File: config.mk
export PLATFORM = sky130hd
export DESIGN_NAME = mau_front_flat
export DESIGN_NICKNAME = d
export VERILOG_FILES = /design/src/hw/rtl/mau_pkg.sv /design/src/hw/rtl/mau_ifs.sv /design/src/hw/rtl/mau_front.sv /design/src/flat_wrapper.sv
export SDC_FILE = /design/constraint.sdc
export NUM_CORES = 2
export LEC_CHECK = 0
export ABC_AREA = 1
export BUFFER_PORTS_ARGS = -buffer_cell sky130_fd_sc_hd__buf_2
export CAP_MARGIN = 30
export CORE_MARGIN = 4
export CORE_UTILIZATION = 25
export CTS_BUF_LIST = sky130_fd_sc_hd__clkbuf_8
export CTS_CLUSTER_DIAMETER = 30
export CTS_CLUSTER_SIZE = 24
export DETAILED_ROUTE_END_ITERATION = 16
export GPL_TIMING_DRIVEN = 0
export HOLD_SLACK_MARGIN = 0.1
export PLACE_DENSITY = 0.49
export SLEW_MARGIN = 20
export SYNTH_ARGS = -nofsm -noshare
export SYNTH_HDL_FRONTEND = slang
export SYNTH_SLANG_ARGS = --single-unit
File: constraint.sdc
create_clock -name clk_i -period 4.8 [get_ports clk_i]
set_input_delay 0.96 -clock clk_i [delete_from_list [all_inputs] [get_ports clk_i]]
set_output_delay 0.96 -clock clk_i [all_outputs]
set_load 0.005 [all_outputs]
File: src/hw/rtl/mau_pkg.sv
// ----------------------------------------------------------------------------
// mau_pkg: shared types and constants of the modular arithmetic unit
// Holds command codes, residue width and the remainder step function.
// ----------------------------------------------------------------------------
package mau_pkg;

  localparam int ResBits = 31;

  typedef enum logic [1:0] {
    CMD_ADD = 2'd0,
    CMD_SUB = 2'd1,
    CMD_MUL = 2'd2,
    CMD_INV = 2'd3
  } cmd_e;

  // one bit of restoring remainder: shift in a bit, subtract m if it fits
  function automatic logic [ResBits-1:0] rem_step(input logic [ResBits-1:0] r,
                                                  input logic b,
                                                  input logic [ResBits-1:0] m);
    logic [ResBits:0] t;
    t = {r, b};
    if (t >= {1'b0, m}) begin
      t = t - {1'b0, m};
    end
    return t[ResBits-1:0];
  endfunction

endpackage

File: src/hw/rtl/mau_ifs.sv
// ----------------------------------------------------------------------------
// mau_ifs: valid/ready channels of the modular arithmetic unit
// Input channel carries cmd and operands, output channel the residue.
// ----------------------------------------------------------------------------
interface mau_in_if #(parameter int OperandBits = 32);
  logic                   valid;
  logic                   ready;
  logic [1:0]             cmd;
  logic [OperandBits-1:0] operand_a;
  logic [OperandBits-1:0] operand_b;
  modport source (output valid, cmd, operand_a, operand_b, input ready);
  modport sink   (input valid, cmd, operand_a, operand_b, output ready);
endinterface


File: src/hw/rtl/mau_front.sv
// ----------------------------------------------------------------------------
// mau_front: operand decode and exact arithmetic
// Forms the signed sum, difference or product and splits it into magnitude
// and sign, registered, for the reduction pipeline.
// ----------------------------------------------------------------------------
module mau_front #(
  parameter int OperandBits = 32,
  parameter int MagBits     = 2 * OperandBits
) (
  input  logic               clk_i,
  input  logic               rst_ni,
  mau_in_if.sink             in_i,
  output logic               push_o,
  input  logic               push_ready_i,
  output logic [MagBits+1:0] push_data_o
);

  logic                      v_q, v_d;
  logic [MagBits-1:0]        mag_q, mag_d;
  logic                      neg_q, neg_d;
  logic                      bad_q, bad_d;
  logic signed [MagBits-1:0] a_s, b_s, x;
  logic signed [MagBits-1:0] prod;

  assign in_i.ready = !v_q || push_ready_i;

  always_comb begin
    a_s = MagBits'(signed'(in_i.operand_a));
    b_s = MagBits'(signed'(in_i.operand_b));
    prod = signed'(in_i.operand_a) * signed'(in_i.operand_b);
    bad_d = 1'b0;
    case (mau_pkg::cmd_e'(in_i.cmd))
      mau_pkg::CMD_ADD: x = a_s + b_s;
      mau_pkg::CMD_SUB: x = a_s - b_s;
      mau_pkg::CMD_MUL: x = prod;
      default: begin
        x = '0;
        bad_d = 1'b1;
      end
    endcase
    neg_d = x[MagBits-1];
    mag_d = neg_d ? MagBits'(-x) : MagBits'(x);
    v_d   = in_i.ready ? in_i.valid : v_q;
  end

  always_ff @(posedge clk_i or negedge rst_ni) begin
    if (!rst_ni) begin
      v_q <= 1'b0;
    end else begin
      v_q <= v_d;
    end
  end

  always_ff @(posedge clk_i) begin
    if (in_i.valid && in_i.ready) begin
      mag_q <= mag_d;
      neg_q <= neg_d;
      bad_q <= bad_d;
    end
  end

  assign push_o      = v_q;
  assign push_data_o = {bad_q, neg_q, mag_q};

endmodule

File: src/flat_wrapper.sv
// flat-port wrapper written by rule: the top's interface ports become plain ports
module mau_front_flat 
#(
  parameter int OperandBits = 32,
  parameter int MagBits     = 2 * OperandBits
)
  (clk_i, rst_ni, push_o, push_ready_i, push_data_o, in_i_valid, in_i_cmd, in_i_operand_a, in_i_operand_b, in_i_ready);
  mau_in_if #(.OperandBits(OperandBits)) in_i_i ();
  input  logic clk_i;
  input  logic rst_ni;
  output logic push_o;
  input  logic push_ready_i;
  output logic [MagBits+1:0] push_data_o;
  input wire logic [$bits(in_i_i.valid)-1:0] in_i_valid;
  input wire logic [$bits(in_i_i.cmd)-1:0] in_i_cmd;
  input wire logic [$bits(in_i_i.operand_a)-1:0] in_i_operand_a;
  input wire logic [$bits(in_i_i.operand_b)-1:0] in_i_operand_b;
  output wire logic [$bits(in_i_i.ready)-1:0] in_i_ready;
  assign in_i_i.valid = in_i_valid;
  assign in_i_i.cmd = in_i_cmd;
  assign in_i_i.operand_a = in_i_operand_a;
  assign in_i_i.operand_b = in_i_operand_b;
  assign in_i_ready = in_i_i.ready;
  mau_front #(.OperandBits(OperandBits), .MagBits(MagBits)) u_core (.clk_i(clk_i), .rst_ni(rst_ni), .in_i(in_i_i), .push_o(push_o), .push_ready_i(push_ready_i), .push_data_o(push_data_o));
endmodule
==> results.yml <==
outcome:
  status: "finished, violations left"
  violations: "setup timing"
grt:
  grt_overflow: 0
  antenna_found_initial: 19
  grt_pass1_wl_um: 334000
  grt_max_degree: 27
  grt_usage_pct: 22.7
  first_global_vias: 46900
sta:
  setup_ws_ps: -3650
  period_share_pct: 176
  drv_slew: 0
  relSlewSlack_pct: 22.4
  finalHoldViolCount: 0
  worstMarginPinSlew_ps: 1160
  finClkSkew_ps: 16.4
  fin_tns_setup_ps: -227240
  setup_viol: 64
  min_period_ps: 8450
  rsz0062_at_grt: "true"
  max_freq_ghz: 0.118
synthesis:
  synth_area_leader_cell: "fa_1"
  synth_seq_area_share_pct: 4.08
  netlist_instances: 6876
  synthTopCellsByCount: "2109 x nand2_1, 1978 x inv_1, 1084 x fa_1"
  synth_top_family_by_area: "adder cells"
  synth_compound_area_share_pct: 2.10
  syn-num-nets: 8280
  syn_area_mm2: 0.0491
  yosysMostFrequentCell: "nand2_1"
  syn_area_per_cell_um2: 7.15
  synthDistinctLibCells: 47
  yosys.area_share.xor_xnor_pct: 0.963
  yosys.area_share.simple_pct: 25.0
  yosys_warnings: 0
  synth_top_area_share_pct: 44.2
  synth_edf_count: 66
  ys.flop_type: "edfxtp_1"
  ys_ff_latch: 67
  synthArstFlopShare_pct: 1.49
  synth.area.top_cells: "fa_1 44%, nand2_1 16%, inv_1 15%"
  synth-adder-area-share_pct: 50.5
  muxShareOfSynthArea_pct: 0
job:
  cap_violations: 0
routing:
  drt_first_pass_iters: 7
  vias: 45800
  first_iter_violations: 4337
  vias_per_cell: 4.63
  routed_wl_um: 235000
  wire_per_inst_um: 23.7
  drc_errors: 0
  final_antenna_net_count: 0
cts:
  clockBufferDepth: 2
  htreeDepth: 3
  cts.sinks: 67
  cts_tree: "done"
  clk_pin_slew_ps: 90
  clk_latency_ps: 370
  cts_root_buffer: "clkbuf_8"
  numCtsBuffers: 9
worst_setup_path:
  crit_path_end_kind: "flip-flop"
  reg2regPathDepth: 3
  crit_slowest_cell: "fa_2"
  crit_type: "in2reg"
  cp_data_arrival_time_ps: 8560
  r2r_setup_slack_ps: 3240
  cp_common_cell: "fa_1"
  r2r_start: "u_core.push_o$_DFFE_PN0N_"
  critPathMaxStageDelay_ps: 630
  r2r-end: "u_core.mag_q[63]$_SDFFCE_PN0P_"
  startpoint_type: "primary input"
  worstPathRequired_ps: 4910
  path_max_fanout: 10
final_layout:
  area_growth_syn_to_layout_pct: 25.2
  drive_gt1_share_pct: 19.0
  layout.nets: 8671
floorplan:
  start_util_pct: 25.2
  die_area_mm2: 0.204
  rows: 162
  die_w_um: 451
  die_y_um: 451
  coreArea_mm2: 0.195
  io_pins: 138
place:
  port_buffers: 137
  dp_hpwl_um: 202000
  pre_cts_slack_ps: -5930
  gp_congestion: 1.01
worst_hold_path:
  hold_path.class: "in2async"
==> state kept, by name, indices dropped and copies added (netlist names) <==
register / count
u_core.push_o: 1
u_core.neg_q: 1
u_core.mag_q: 64
u_core.bad_q: 1
==> worst max path at each step <==
stage | start | end | slack (ps) | cells after the start
finish | in_i_operand_b[0] | u_core.mag_q[36]$_DFFE_PP_ | -3650 | 33
global route | in_i_operand_a[30] | u_core.mag_q[59]$_DFFE_PP_ | -3790 | 34
CTS | in_i_operand_b[10] | u_core.mag_q[36]$_DFFE_PP_ | -3590 | 33
detailed placement | in_i_operand_a[21] | u_core.mag_q[62]$_DFFE_PP_ | -5930 | 30
global placement | in_i_operand_a[13] | u_core.mag_q[62]$_DFFE_PP_ | -6150 | 30
floorplan | in_i_operand_a[31] | u_core.mag_q[59]$_DFFE_PP_ | -3440 | 32
==> per-layer routing <==
| metal | GRT usage (%) | wire (um) |
|---|---|---|
| met3 | 2.94 | 17300 |
| met2 | 37.9 | 109000 |
| met4 | 10.8 | 14700 |
| met1 | 29.2 | 93800 |
| met5 | 0 | 13 |
==> cell usage in the layout, fill, tap and decap left out, drive strengths merged, types with 2 or more instances in the layout <==
master and instances:
a21o 6, nor2 377, nand4 67, xnor2 23, xor2 31, inv 1987, diode 7, and2 17
bufinv 2, and3 2, nand2 2131, clkbuf 165, nor3 20, o21bai 13, or2 17, ha 250
buf 470, clkinvlp 4, edfxtp 66, o221ai 2, nand3 343, a21boi 2, a21oi 110, o21ai 55
nand3b 22, fa 1084
==> metrics by stage <==
stage / cell area [um^2] / hold WS, ps / utilization (%) / cells
5_1_grt: 61500 / 304 / 31.5 / 9900
4_1_cts: 58800 / 313 / 30.1 / 9801
3_5_place_dp: 54100 / 598 / 27.7 / 9679
2_1_floorplan: 49500 / 528 / - / 6876
6_report: 61500 / 339 / 31.5 / 9903
3_3_place_gp: 53500 / 485 / 27.4 / 9637
==> area by class of cell <==
cell class                 count  area, um^2
clock buffer                   9         124
multi-input combinational   4577       42200
tap                         2624        3280
buffer                       247        2900
inverter                    1986        7490
clock inverter                 7         105
sequential                    67        2010
fill                       21100      134000
antenna                        7        17.5
timing repair buffer         379        3430
==> critical path, delay by kind of cell <==
family	cells	cell delay, ps
and+or+nand+nor	11	1470
adders and majority gates	9	4420
AOI/OAI and AO/OA	1	70
xor gates and xnor gates	1	120
buffers and inverters	11	1460
==> kinds of logic (layout without fill, tap and decap cells) <==
logic type	after synthesis	in the layout
AOI/OAI and AO/OA	192	192
and+or+nand+nor	2995	2997
DFF	67	67
other	0	7
buffers and inverters	2234	2628
xor gates and xnor gates	54	54
adders and majority gates	1334	1334
==> what timing repair did <==
| item | in CTS | in global routing |
|---|---|---|
| setup buffers | 105 | 88 |
| cloned | 2 | 7 |
| hold buffers | 0 | 0 |
| pin swaps | 152 | 197 |
| setup endpoints to repair | 64 | 64 |
| resized for setup | 1014 | 507 |
Power is left out: the tool's default activity adds up to more than one toggle a clock period on the data nets, which glitch-free logic cannot reach.
