==> src/hw/rtl/mau_fifo.sv <==
// ----------------------------------------------------------------------------
// mau_fifo: two-entry queue between front and back
// Lets the front keep accepting while the reduction pipeline is stalled.
// ----------------------------------------------------------------------------
module mau_fifo #(
  parameter int Width = 66
) (
  input  logic             clk_i,
  input  logic             rst_ni,
  input  logic             push_i,
  output logic             push_ready_o,
  input  logic [Width-1:0] push_data_i,
  output logic             pop_valid_o,
  input  logic             pop_i,
  output logic [Width-1:0] pop_data_o
);

  logic [Width-1:0] mem_q [2];
  logic             wptr_q, wptr_d, rptr_q, rptr_d;
  logic [1:0]       cnt_q, cnt_d;
  logic             do_push, do_pop;

  assign push_ready_o = (cnt_q != 2'd2);
  assign pop_valid_o  = (cnt_q != 2'd0);
  assign pop_data_o   = mem_q[rptr_q];
  assign do_push      = push_i && push_ready_o;
  assign do_pop       = pop_i && pop_valid_o;

  always_comb begin
    wptr_d = wptr_q ^ do_push;
    rptr_d = rptr_q ^ do_pop;
    cnt_d  = cnt_q + 2'(do_push) - 2'(do_pop);
  end

  always_ff @(posedge clk_i or negedge rst_ni) begin
    if (!rst_ni) begin
      wptr_q <= 1'b0;
      rptr_q <= 1'b0;
      cnt_q  <= 2'd0;
    end else begin
      wptr_q <= wptr_d;
      rptr_q <= rptr_d;
      cnt_q  <= cnt_d;
    end
  end

  always_ff @(posedge clk_i) begin
    if (do_push) begin
      mem_q[wptr_q] <= push_data_i;
    end
  end

endmodule

==> config.mk <==
export PLATFORM = sky130hd
export DESIGN_NAME = mau_fifo
export DESIGN_NICKNAME = d
export VERILOG_FILES = /design/src/hw/rtl/mau_fifo.sv
export SDC_FILE = /design/constraint.sdc
export NUM_CORES = 1
export LEC_CHECK = 0
export ABC_CLOCK_PERIOD_IN_PS = 4500
export BUFFER_PORTS_ARGS = -buffer_cell sky130_fd_sc_hd__buf_2
export CORE_UTILIZATION = 40
export DETAILED_ROUTE_END_ITERATION = 10
export SLEW_MARGIN = 0
export SYNTH_ARGS = -nofsm -noshare
export SYNTH_HDL_FRONTEND = slang
export SYNTH_SLANG_ARGS = --single-unit
==> constraint.sdc <==
create_clock -name clk_i -period 4.5 [get_ports clk_i]
set_input_delay 0.45 -clock clk_i [delete_from_list [all_inputs] [get_ports clk_i]]
set_output_delay 0.45 -clock clk_i [all_outputs]
set_load 0.005 [all_outputs]
==> flow_summary.ini, run 1 <==
[drt]
dr.pass1.iters = 4
dr.first_iter.drc_count = 133
routed_wl_um = 8470
drc = 0
avgViaCountPerCell = 4.61
via_count = 2567
ant_nets = 0
wl_per_cell_um = 15.2

[timing]
fin_crit_ns = 2.59
fmax_mhz = 386
finClkSkew_ns = 0.00711
rsz0062_at_grt = no
final-setup-viol-count = 0
slew_violations = 0
post-route-period-util_pct = 57.5
finalSetupTns_ns = 0
hold_violations = 0
relSlewSlack_pct = 28.1
worst_slew_pin_slew_ns = 1.08

[placed_design]
port_buffers = 137
dp_hpwl_um = 5200
gp_congestion = 0.625

[cts]
cts.sink_count = 136
cts_tree = yes
clkLatencyLatePin_ns = 0.41
post_cts_resized = 0
max-clock-path-buffers = 2
postCtsHoldBufs = 1
clkTransAtPathRegs_ns = 0.06
root_buffer = clkbuf_16
cts_setup_buffers = 0
cts_buffers = 17
htree_levels = 4

[finish]
drive_above_1_share_pct = 60.2
nFillCells = 1034
final_core_util_pct = 53.4
multi_input_area_um2 = 995
nNetsFinal = 450
layout_common_cells = 137 x buf_2, 132 x edfxtp_1, 36 x mux2_2, 30 x mux2_4, 17 x clkbuf_16
seq_area_um2 = 4070
diodes = 0
area_growth_pct = 27.7
final_common_cell = buf_2

[worst_setup_path]
worst-endpoint-required_ns = 4.05
end_kind = output pin
critPathSlowestCell = dfrtp_4
startpoint_type = flop
crit_buf_inv = 1
crit_fanout = 67
crit_type = flop to output pin
max_stage_delay_ns = 1.13
arrival_ns = 2.14
path_cells = mux2_2 > buf_2
cpLargestDelayFamily = flip-flops

[floorplanning]
die_y_um = 115
start_util_pct = 41.8
fp.dieW_um = 115
fp-row-count = 40
pin_count = 138
core_um2 = 12200
die_area_um2 = 13200

[synth]
syn_inst = 228
synth_top_cell_by_area = edfxtp_1
synth.avg_cell_area_um2 = 22.4
ys_seq_elements = 136
seq_area_frac_synth_pct = 79.6
synth.top_cell.area_share_pct = 77.6
synth_nets = 300
synth.distinct_cells = 22
synth_top_family_by_area = multiplexers
synth_area_um2 = 5100
synth_xor_area_share_pct = 0.343
synth_compound_area_share_pct = 0.613
synth_area_leaders = edfxtp_1 78%, mux2_4 8.8%, mux2_2 7.9%
synthAdderAreaFrac_pct = 0.490
synth-simple-area-share_pct = 0.931
ys_warn_count = 0
synth_mux_area_share_pct = 16.8

[status]
status = completed

[power_and_ir_drop]
powerDensity_nw_per_um2 = 646
ir_drop_mv = 0.280
power_leakage_nw = 2.53

[grt]
grt.overflow.total = 0
grt_pass1_vias = 2615
antenna_found_initial = 0
grt_max_degree = 68
grt_use_total_pct = 13.8
grt_pass1_wl_um = 13000

[hold_path]
hold_class = primary input to flop

[flow_run]
cap_violations = 0
registers in the layout, summed over array words and instances (netlist names):
| name | count |
|---|---|
| mem_q | 132 |
| cnt_q | 2 |
| rptr_q | 1 |
| wptr_q | 1 |
cell families after synthesis:
group,after synthesis
buf+inv,9
flops,136
fa+ha+maj,2
simple gates,9
mux,66
xor+xnor,2
compound gates,4
worst reg2reg max path, cell delays in order, from the launching register on:
cell	delay, ns
dfrtp_1	0.43
nand2b_1	0.17
and2_1	0.17
ha_4	0.78
report_power, final:
group | switching [mW] | internal (mW) | total [mW] | leakage (nW)
registers | 0.210 | 1.74 | 1.95 | 1.27
logic | 0.401 | 0.602 | 1.00 | 0.992
clock network | 0.462 | 0.798 | 1.26 | 0.265
total | 1.07 | 3.14 | 4.21 | 2.53
final cells by class:
type,count,share of cell area (%)
flip-flops and latches,136,62.4
clock inverters,11,1.67
repair buffers,138,10.7
inverters,2,0.115
well taps,168,3.23
clock buffers,19,6.64
multi-input cells,83,15.3
per-layer routing:
layer,wire length [um],GRT usage (%),share of wire [%]
met1,3520,15.5,42
met2,4110,22.6,49
met3,684,5.59,8.1
met4,151,7.79,1.8
met5,0,0,0
stage by stage:
step	total power, mW	instances	cell area [um2]	setup WS [ns]	hold WS, ns
2_1_floorplan	2.59	228	5100	1.78	0.154
3_3_place_gp	3.00	526	5970	2.30	0.265
3_5_place_dp	3.01	526	5970	2.30	0.269
4_1_cts	4.28	557	6520	1.85	0.203
5_1_grt	4.45	557	6520	1.80	0.208
6_report	4.21	557	6520	1.91	0.227
final timing paths:
path	startpoint	to	slack (ns)	cells after the start
setup / recovery	rptr_q	pop_data_o[0]	1.91	2
max in group asynchronous	rst_ni	rptr_q	3.95	2
min in group asynchronous	rst_ni	rptr_q	0.41	2
setup reg to reg	cnt_q[0]	mem_q[0][29]	2.56	3
hold reg to reg	cnt_q[0]	cnt_q[0]	0.62	1
hold / removal	push_data_i[6]	mem_q[1][6]	0.23	1
cells in the mapped netlist:
library cell	n
inv_1	2
mux2_4	30
buf_6	3
xnor2_1	2
mux2_2	36
a211oi_1	1
nand3_1	1
and3_1	1
nand2_1	1
buf_4	1
edfxtp_1	132
o21ai_0	1
buf_2	3
ha_1	2
a32oi_1	1
or2_2	1
nor2b_1	1
dfrtp_1	4
a21bo_1	1
nand2b_1	1
and2_1	1
nor2_1	2
Power figures use the tool's default switching activity.
==> inputs of run 2 (changes only) <==
--- a/config.mk
+++ b/config.mk
@@ -5,10 +5,11 @@
 export SDC_FILE = /design/constraint.sdc
 export NUM_CORES = 1
 export LEC_CHECK = 0
-export ABC_CLOCK_PERIOD_IN_PS = 4500
+export ABC_CLOCK_PERIOD_IN_PS = 2200
 export BUFFER_PORTS_ARGS = -buffer_cell sky130_fd_sc_hd__buf_2
 export CORE_UTILIZATION = 40
 export DETAILED_ROUTE_END_ITERATION = 10
+export PLACE_DENSITY = 0.66
 export SLEW_MARGIN = 0
 export SYNTH_ARGS = -nofsm -noshare
 export SYNTH_HDL_FRONTEND = slang
==> constraint.sdc (replaced) <==
create_clock -name clk_i -period 2.2 [get_ports clk_i]
set_input_delay 0.22 -clock clk_i [delete_from_list [all_inputs] [get_ports clk_i]]
set_output_delay 0.22 -clock clk_i [all_outputs]
set_load 0.005 [all_outputs]
==> run 2 against run 1 <==
  * Via count is 11% higher
  * Worst setup slack worse by 1.7 ns
  * Clock power is 150% higher
  * Die area stayed put
  * Cell count is 13% higher
  * Highest routed layer unchanged
  * Critical path type unchanged
  * Flip-flop and latch count stayed put
==> flow_summary.ini, run 2 (synthesized netlist as in run 1, its figures left out) <==
[cts]
cts_setup_buffers = 0
cts_buffers = 17
root_buffer = clkbuf_16
max-clock-path-buffers = 2
postCtsHoldBufs = 67
clkLatencyLatePin_ns = 0.41
cts.sink_count = 136
htree_levels = 4
cts_tree = yes
clkTransAtPathRegs_ns = 0.05
post_cts_resized = 0

[drt]
wl_per_cell_um = 15.1
dr.first_iter.drc_count = 116
routed_wl_um = 9520
via_count = 2849
drc = 0
ant_nets = 0
avgViaCountPerCell = 4.52
dr.pass1.iters = 4

[flow_run]
cap_violations = 0

[finish]
finalInstanceArea_um2 = 7380
diodes = 0
final_common_cell = buf_2
final_core_util_pct = 60.4
top_register = mem_q
area_growth_pct = 44.5
instances_no_fill = 630
largest_register_ff_count = 132
nNetsFinal = 521
largestRegisters = mem_q (132), cnt_q (2)
drive_above_1_share_pct = 52.2
layout_common_cells = 137 x buf_2, 132 x edfxtp_1, 67 x dlygate4sd3_1, 36 x mux2_2, 30 x mux2_4
nFillCells = 958

[power_and_ir_drop]
ir_drop_mv = 0.678
powerDensity_nw_per_um2 = 1270
power_leakage_nw = 2.90

[timing]
fin_crit_ns = 1.98
finClkSkew_ns = 0.00599
relSlewSlack_pct = 68.8
rsz0062_at_grt = no
hold_violations = 0
worst_slew_pin_slew_ns = 0.469
finalSetupTns_ns = 0
post-route-period-util_pct = 90.2
slew_violations = 0
fmax_mhz = 504
final-setup-viol-count = 0

[worst_setup_path]
crit_type = flop to output pin
startpoint = rptr_q
crit_fanout = 67
arrival_ns = 1.76
worst-endpoint-required_ns = 1.98
max_stage_delay_ns = 0.41
critPathSlowestCell = dfrtp_4
startpoint_type = flop
end_kind = output pin
r2r_start = cnt_q[0]
path_cells = buf_12 > mux2_2 > buf_2

[placed_design]
port_buffers = 137
gp_congestion = 0.671
dp_hpwl_um = 5570
placed_area_um2 = 6050
dp.cells = 531

[floorplanning]
die_area_um2 = 13200
fp-row-count = 40
pin_count = 138
die_y_um = 115
fp.dieW_um = 115
core_um2 = 12200
start_util_pct = 41.8

[grt]
antenna_found_initial = 0
grt_pass1_vias = 2972
grt.overflow.total = 0
grt_pass1_wl_um = 14500
grt_max_degree = 68
grt_use_total_pct = 15.3

[status]
status = completed

[hold_path]
min_from = pop_i
hold_class = primary input to flop
-- run 2: worst paths after layout --
check	slack, ns	to	depth (start not counted)
max	0.22	pop_data_o[4]	3
min	0.11	rptr_q	3
max reg2reg	0.68	mem_q[0][58]	4
min reg2reg	0.63	cnt_q[0]	1
max in group asynchronous	1.91	rptr_q	2
min in group asynchronous	0.15	cnt_q[1]	2
-- run 2: final cells by class --
class	count	area, um2	area share, %
flip-flops and latches	136	4070	55.1
repair buffers	209	1440	19.6
multi-input cells	83	991	13.4
clock buffers	17	425	5.77
clock inverters	15	231	3.14
well taps	168	210	2.85
inverters	2	7.51	0.102
-- run 2: per-stage QoR --
stage                     hold WS, ns  power, mW  setup WS, ns
after global routing            0.133       9.81         0.164
after floorplan               -0.0756       5.27         0.178
after detailed placement       0.0341       6.26         0.648
final                           0.106       9.36         0.216
after global placement         0.0313       6.20         0.657
after CTS                      0.0825       9.49         0.195
-- run 2: metal layers --
layer	track usage, %	vias to the layer above	share of wire [%]	routed length, um
li1	-	1350	-	-
met1	16.3	1384	41	3900
met2	26.3	100	51	4850
met3	5.75	15	6.2	588
met4	8.31	0	1.9	184
met5	0	-	0	0
-- run 2: power breakdown --
group | leakage (nW) | internal (mW) | switching, mW
combinational | 1.31 | 1.39 | 1.16
clock | 0.319 | 2.11 | 1.00
sequential | 1.27 | 3.55 | 0.152
total | 2.90 | 7.04 | 2.31
-- run 2: critical path, delay by kind of cell, from the launching register on --
| kind | cells | cell delay, ns |
|---|---|---|
| buf+inv | 2 | 0.48 |
| flops | 1 | 0.41 |
| mux | 1 | 0.40 |
==> inputs of run 3 (changes only) <==
--- a/config.mk
+++ b/config.mk
@@ -10,6 +10,7 @@
 export CORE_UTILIZATION = 40
 export DETAILED_ROUTE_END_ITERATION = 10
 export PLACE_DENSITY = 0.66
+export SETUP_SLACK_MARGIN = 0.4
 export SLEW_MARGIN = 0
 export SYNTH_ARGS = -nofsm -noshare
 export SYNTH_HDL_FRONTEND = slang
==> run 3 against run 2 <==
  * Final area decreased by 2.1%
  * Register-to-register slack got worse by 0.09 ns
  * Clock skew increased by 0.0030 ns
  * Via count increased by 1.4%
  * Sequential power about the same
  * Routed wire length increased by 2.3%
==> flow_summary.ini, run 3 (synthesized netlist as in run 1, its figures left out) <==
[cts]
cts.sink_count = 136
cts_buffers = 17
htree_levels = 4
clkTransAtPathRegs_ns = 0.06
cts_tree = yes
root_buffer = clkbuf_16
clkLatencyLatePin_ns = 0.40
max-clock-path-buffers = 2

[power_and_ir_drop]
switching_share_pct = 26.6
ir_drop_mv = 0.726
power_leakage_nw = 2.84
intPower_mw = 6.49
powerDensity_nw_per_um2 = 1220
pwr-share-seq_pct = 42.1
p_sw_mw = 2.35
p_clk_share_pct = 27.0
p_comb_share_pct = 30.9

[drt]
dr.pass1.iters = 4
routed_wl_um = 9740
via_count = 2888
ant_nets = 0
dr.first_iter.drc_count = 147
wl_per_cell_um = 15.5
avgViaCountPerCell = 4.61
drc = 0

[grt]
grt.overflow.total = 0
antenna_found_initial = 0
grt_pass1_wl_um = 14500
grt_max_degree = 40
grt_pass1_vias = 2942
grt_use_total_pct = 15.2

[finish]
largest_register_ff_count = 132
diodes = 0
nFillCells = 1002
largestRegisters = mem_q (132), cnt_q (2)
multi_input_area_um2 = 995
final_core_util_pct = 59.2
area_growth_pct = 41.5
seq_area_um2 = 4070
final_common_cell = buf_2
drive_above_1_share_pct = 53.4
nNetsFinal = 518
layout_common_cells = 137 x buf_2, 132 x edfxtp_1, 58 x dlygate4sd3_1, 36 x mux2_2, 30 x mux2_4
top_register = mem_q

[worst_setup_path]
critPathSlowestCell = dfrtp_4
worst-endpoint-required_ns = 1.98
startpoint_type = flop
arrival_ns = 1.62
end_kind = output pin
path_cells = buf_12 > mux2_2 > buf_2
crit_type = flop to output pin
crit_fanout = 20
max_stage_delay_ns = 0.50

[timing]
finClkSkew_ns = 0.00899
finalSetupTns_ns = 0
slew_violations = 0
relSlewSlack_pct = 74.8
hold_violations = 0
fmax_mhz = 544
rsz0062_at_grt = yes
fin_crit_ns = 1.84
final-setup-viol-count = 0
post-route-period-util_pct = 83.6
worst_slew_pin_slew_ns = 0.378

[placed_design]
port_buffers = 137
gp_congestion = 0.694
dp_hpwl_um = 5900

[floorplanning]
fp.dieW_um = 115
die_area_um2 = 13200
core_um2 = 12200
fp-row-count = 40
pin_count = 138
start_util_pct = 41.8
die_y_um = 115

[status]
status = completed

[flow_run]
cap_violations = 0

[hold_path]
hold_class = primary input to flop
==> run 3: cell count changes in the layout (fill, tap and decap cells not counted), moves of 2 or more <==
cell,previous run,this run
buf_4,1,3
buf_6,0,2
bufinv_16,6,0
clkbuf_1,0,5
clkinv_1,3,0
clkinv_2,3,8
dlygate4sd3_1,67,58
==> run 3: path summary, 6_finish.rpt <==
path,start,to,slack [ns],depth (start not counted)
max in group asynchronous,rst_ni,rptr_q,1.89,2
worst max-delay path,rptr_q,pop_data_o[1],0.36,3
min in group asynchronous,rst_ni,cnt_q[0],0.16,2
worst min register to register,cnt_q[0],cnt_q[0],0.64,1
worst max register to register,cnt_q[0],mem_q[0][60],0.59,4
worst min-delay path,push_data_i[20],mem_q[0][20],0.01,1
==> run 3: metal layers <==
layer | vias up | GRT usage [%] | part of all wire, %
met5 | - | 0 | 0
met1 | 1431 | 17.5 | 41
li1 | 1345 | - | -
met3 | 17 | 4.90 | 5.2
met4 | 0 | 7.36 | 2.0
met2 | 95 | 25.5 | 51
==> run 3: power groups by stage <==
stage / registers [mW] / clock network (mW) / logic, mW
floorplan: 3.70 / 0 / 1.59
global placement: 3.80 / 0 / 2.45
detailed placement: 3.84 / 0 / 2.49
CTS: 3.72 / 2.45 / 2.70
global route: 3.78 / 2.56 / 2.97
finish: 3.73 / 2.38 / 2.73
==> run 3: what timing repair did <==
action	in CTS	in global routing
hold endpoints to repair	117	0
hold buffers	58	0
pin swaps	0	1
buffers inserted	2	2
gates cloned	0	1
resized for setup	1	1
endpoints found under the setup margin	57	110
==> run 3: worst max-delay path: cells and delay by family (launching register included) <==
kind / cells / cell delay [ns]
buffers and inverters: 2 / 0.34
flip-flops: 1 / 0.50
multiplexers: 1 / 0.36
==> run 3: layout make-up <==
cell class | instances | area share (%)
Sequential cell | 136 | 56.3
Timing Repair Buffer | 206 | 20.0
Multi-Input combinational cell | 83 | 13.8
Clock buffer | 22 | 6.15
Tap cell | 168 | 2.91
Clock inverter | 10 | 0.779
Inverter | 2 | 0.104
==> run 3: per-stage QoR <==
| stage | instances | setup WS (ns) | hold slack (ns) | power [mW] | instance area [um2] |
|---|---|---|---|---|---|
| finish | 627 | 0.362 | 0.0149 | 8.84 | 7220 |
| global route | 627 | 0.298 | 0.000450 | 9.31 | 7220 |
| CTS | 624 | 0.334 | 0.000586 | 8.86 | 7180 |
| detailed placement | 532 | 0.452 | 0.0363 | 6.33 | 6070 |
| global placement | 532 | 0.509 | 0.0308 | 6.25 | 6070 |
| floorplan | 228 | 0.522 | -0.0756 | 5.29 | 5120 |
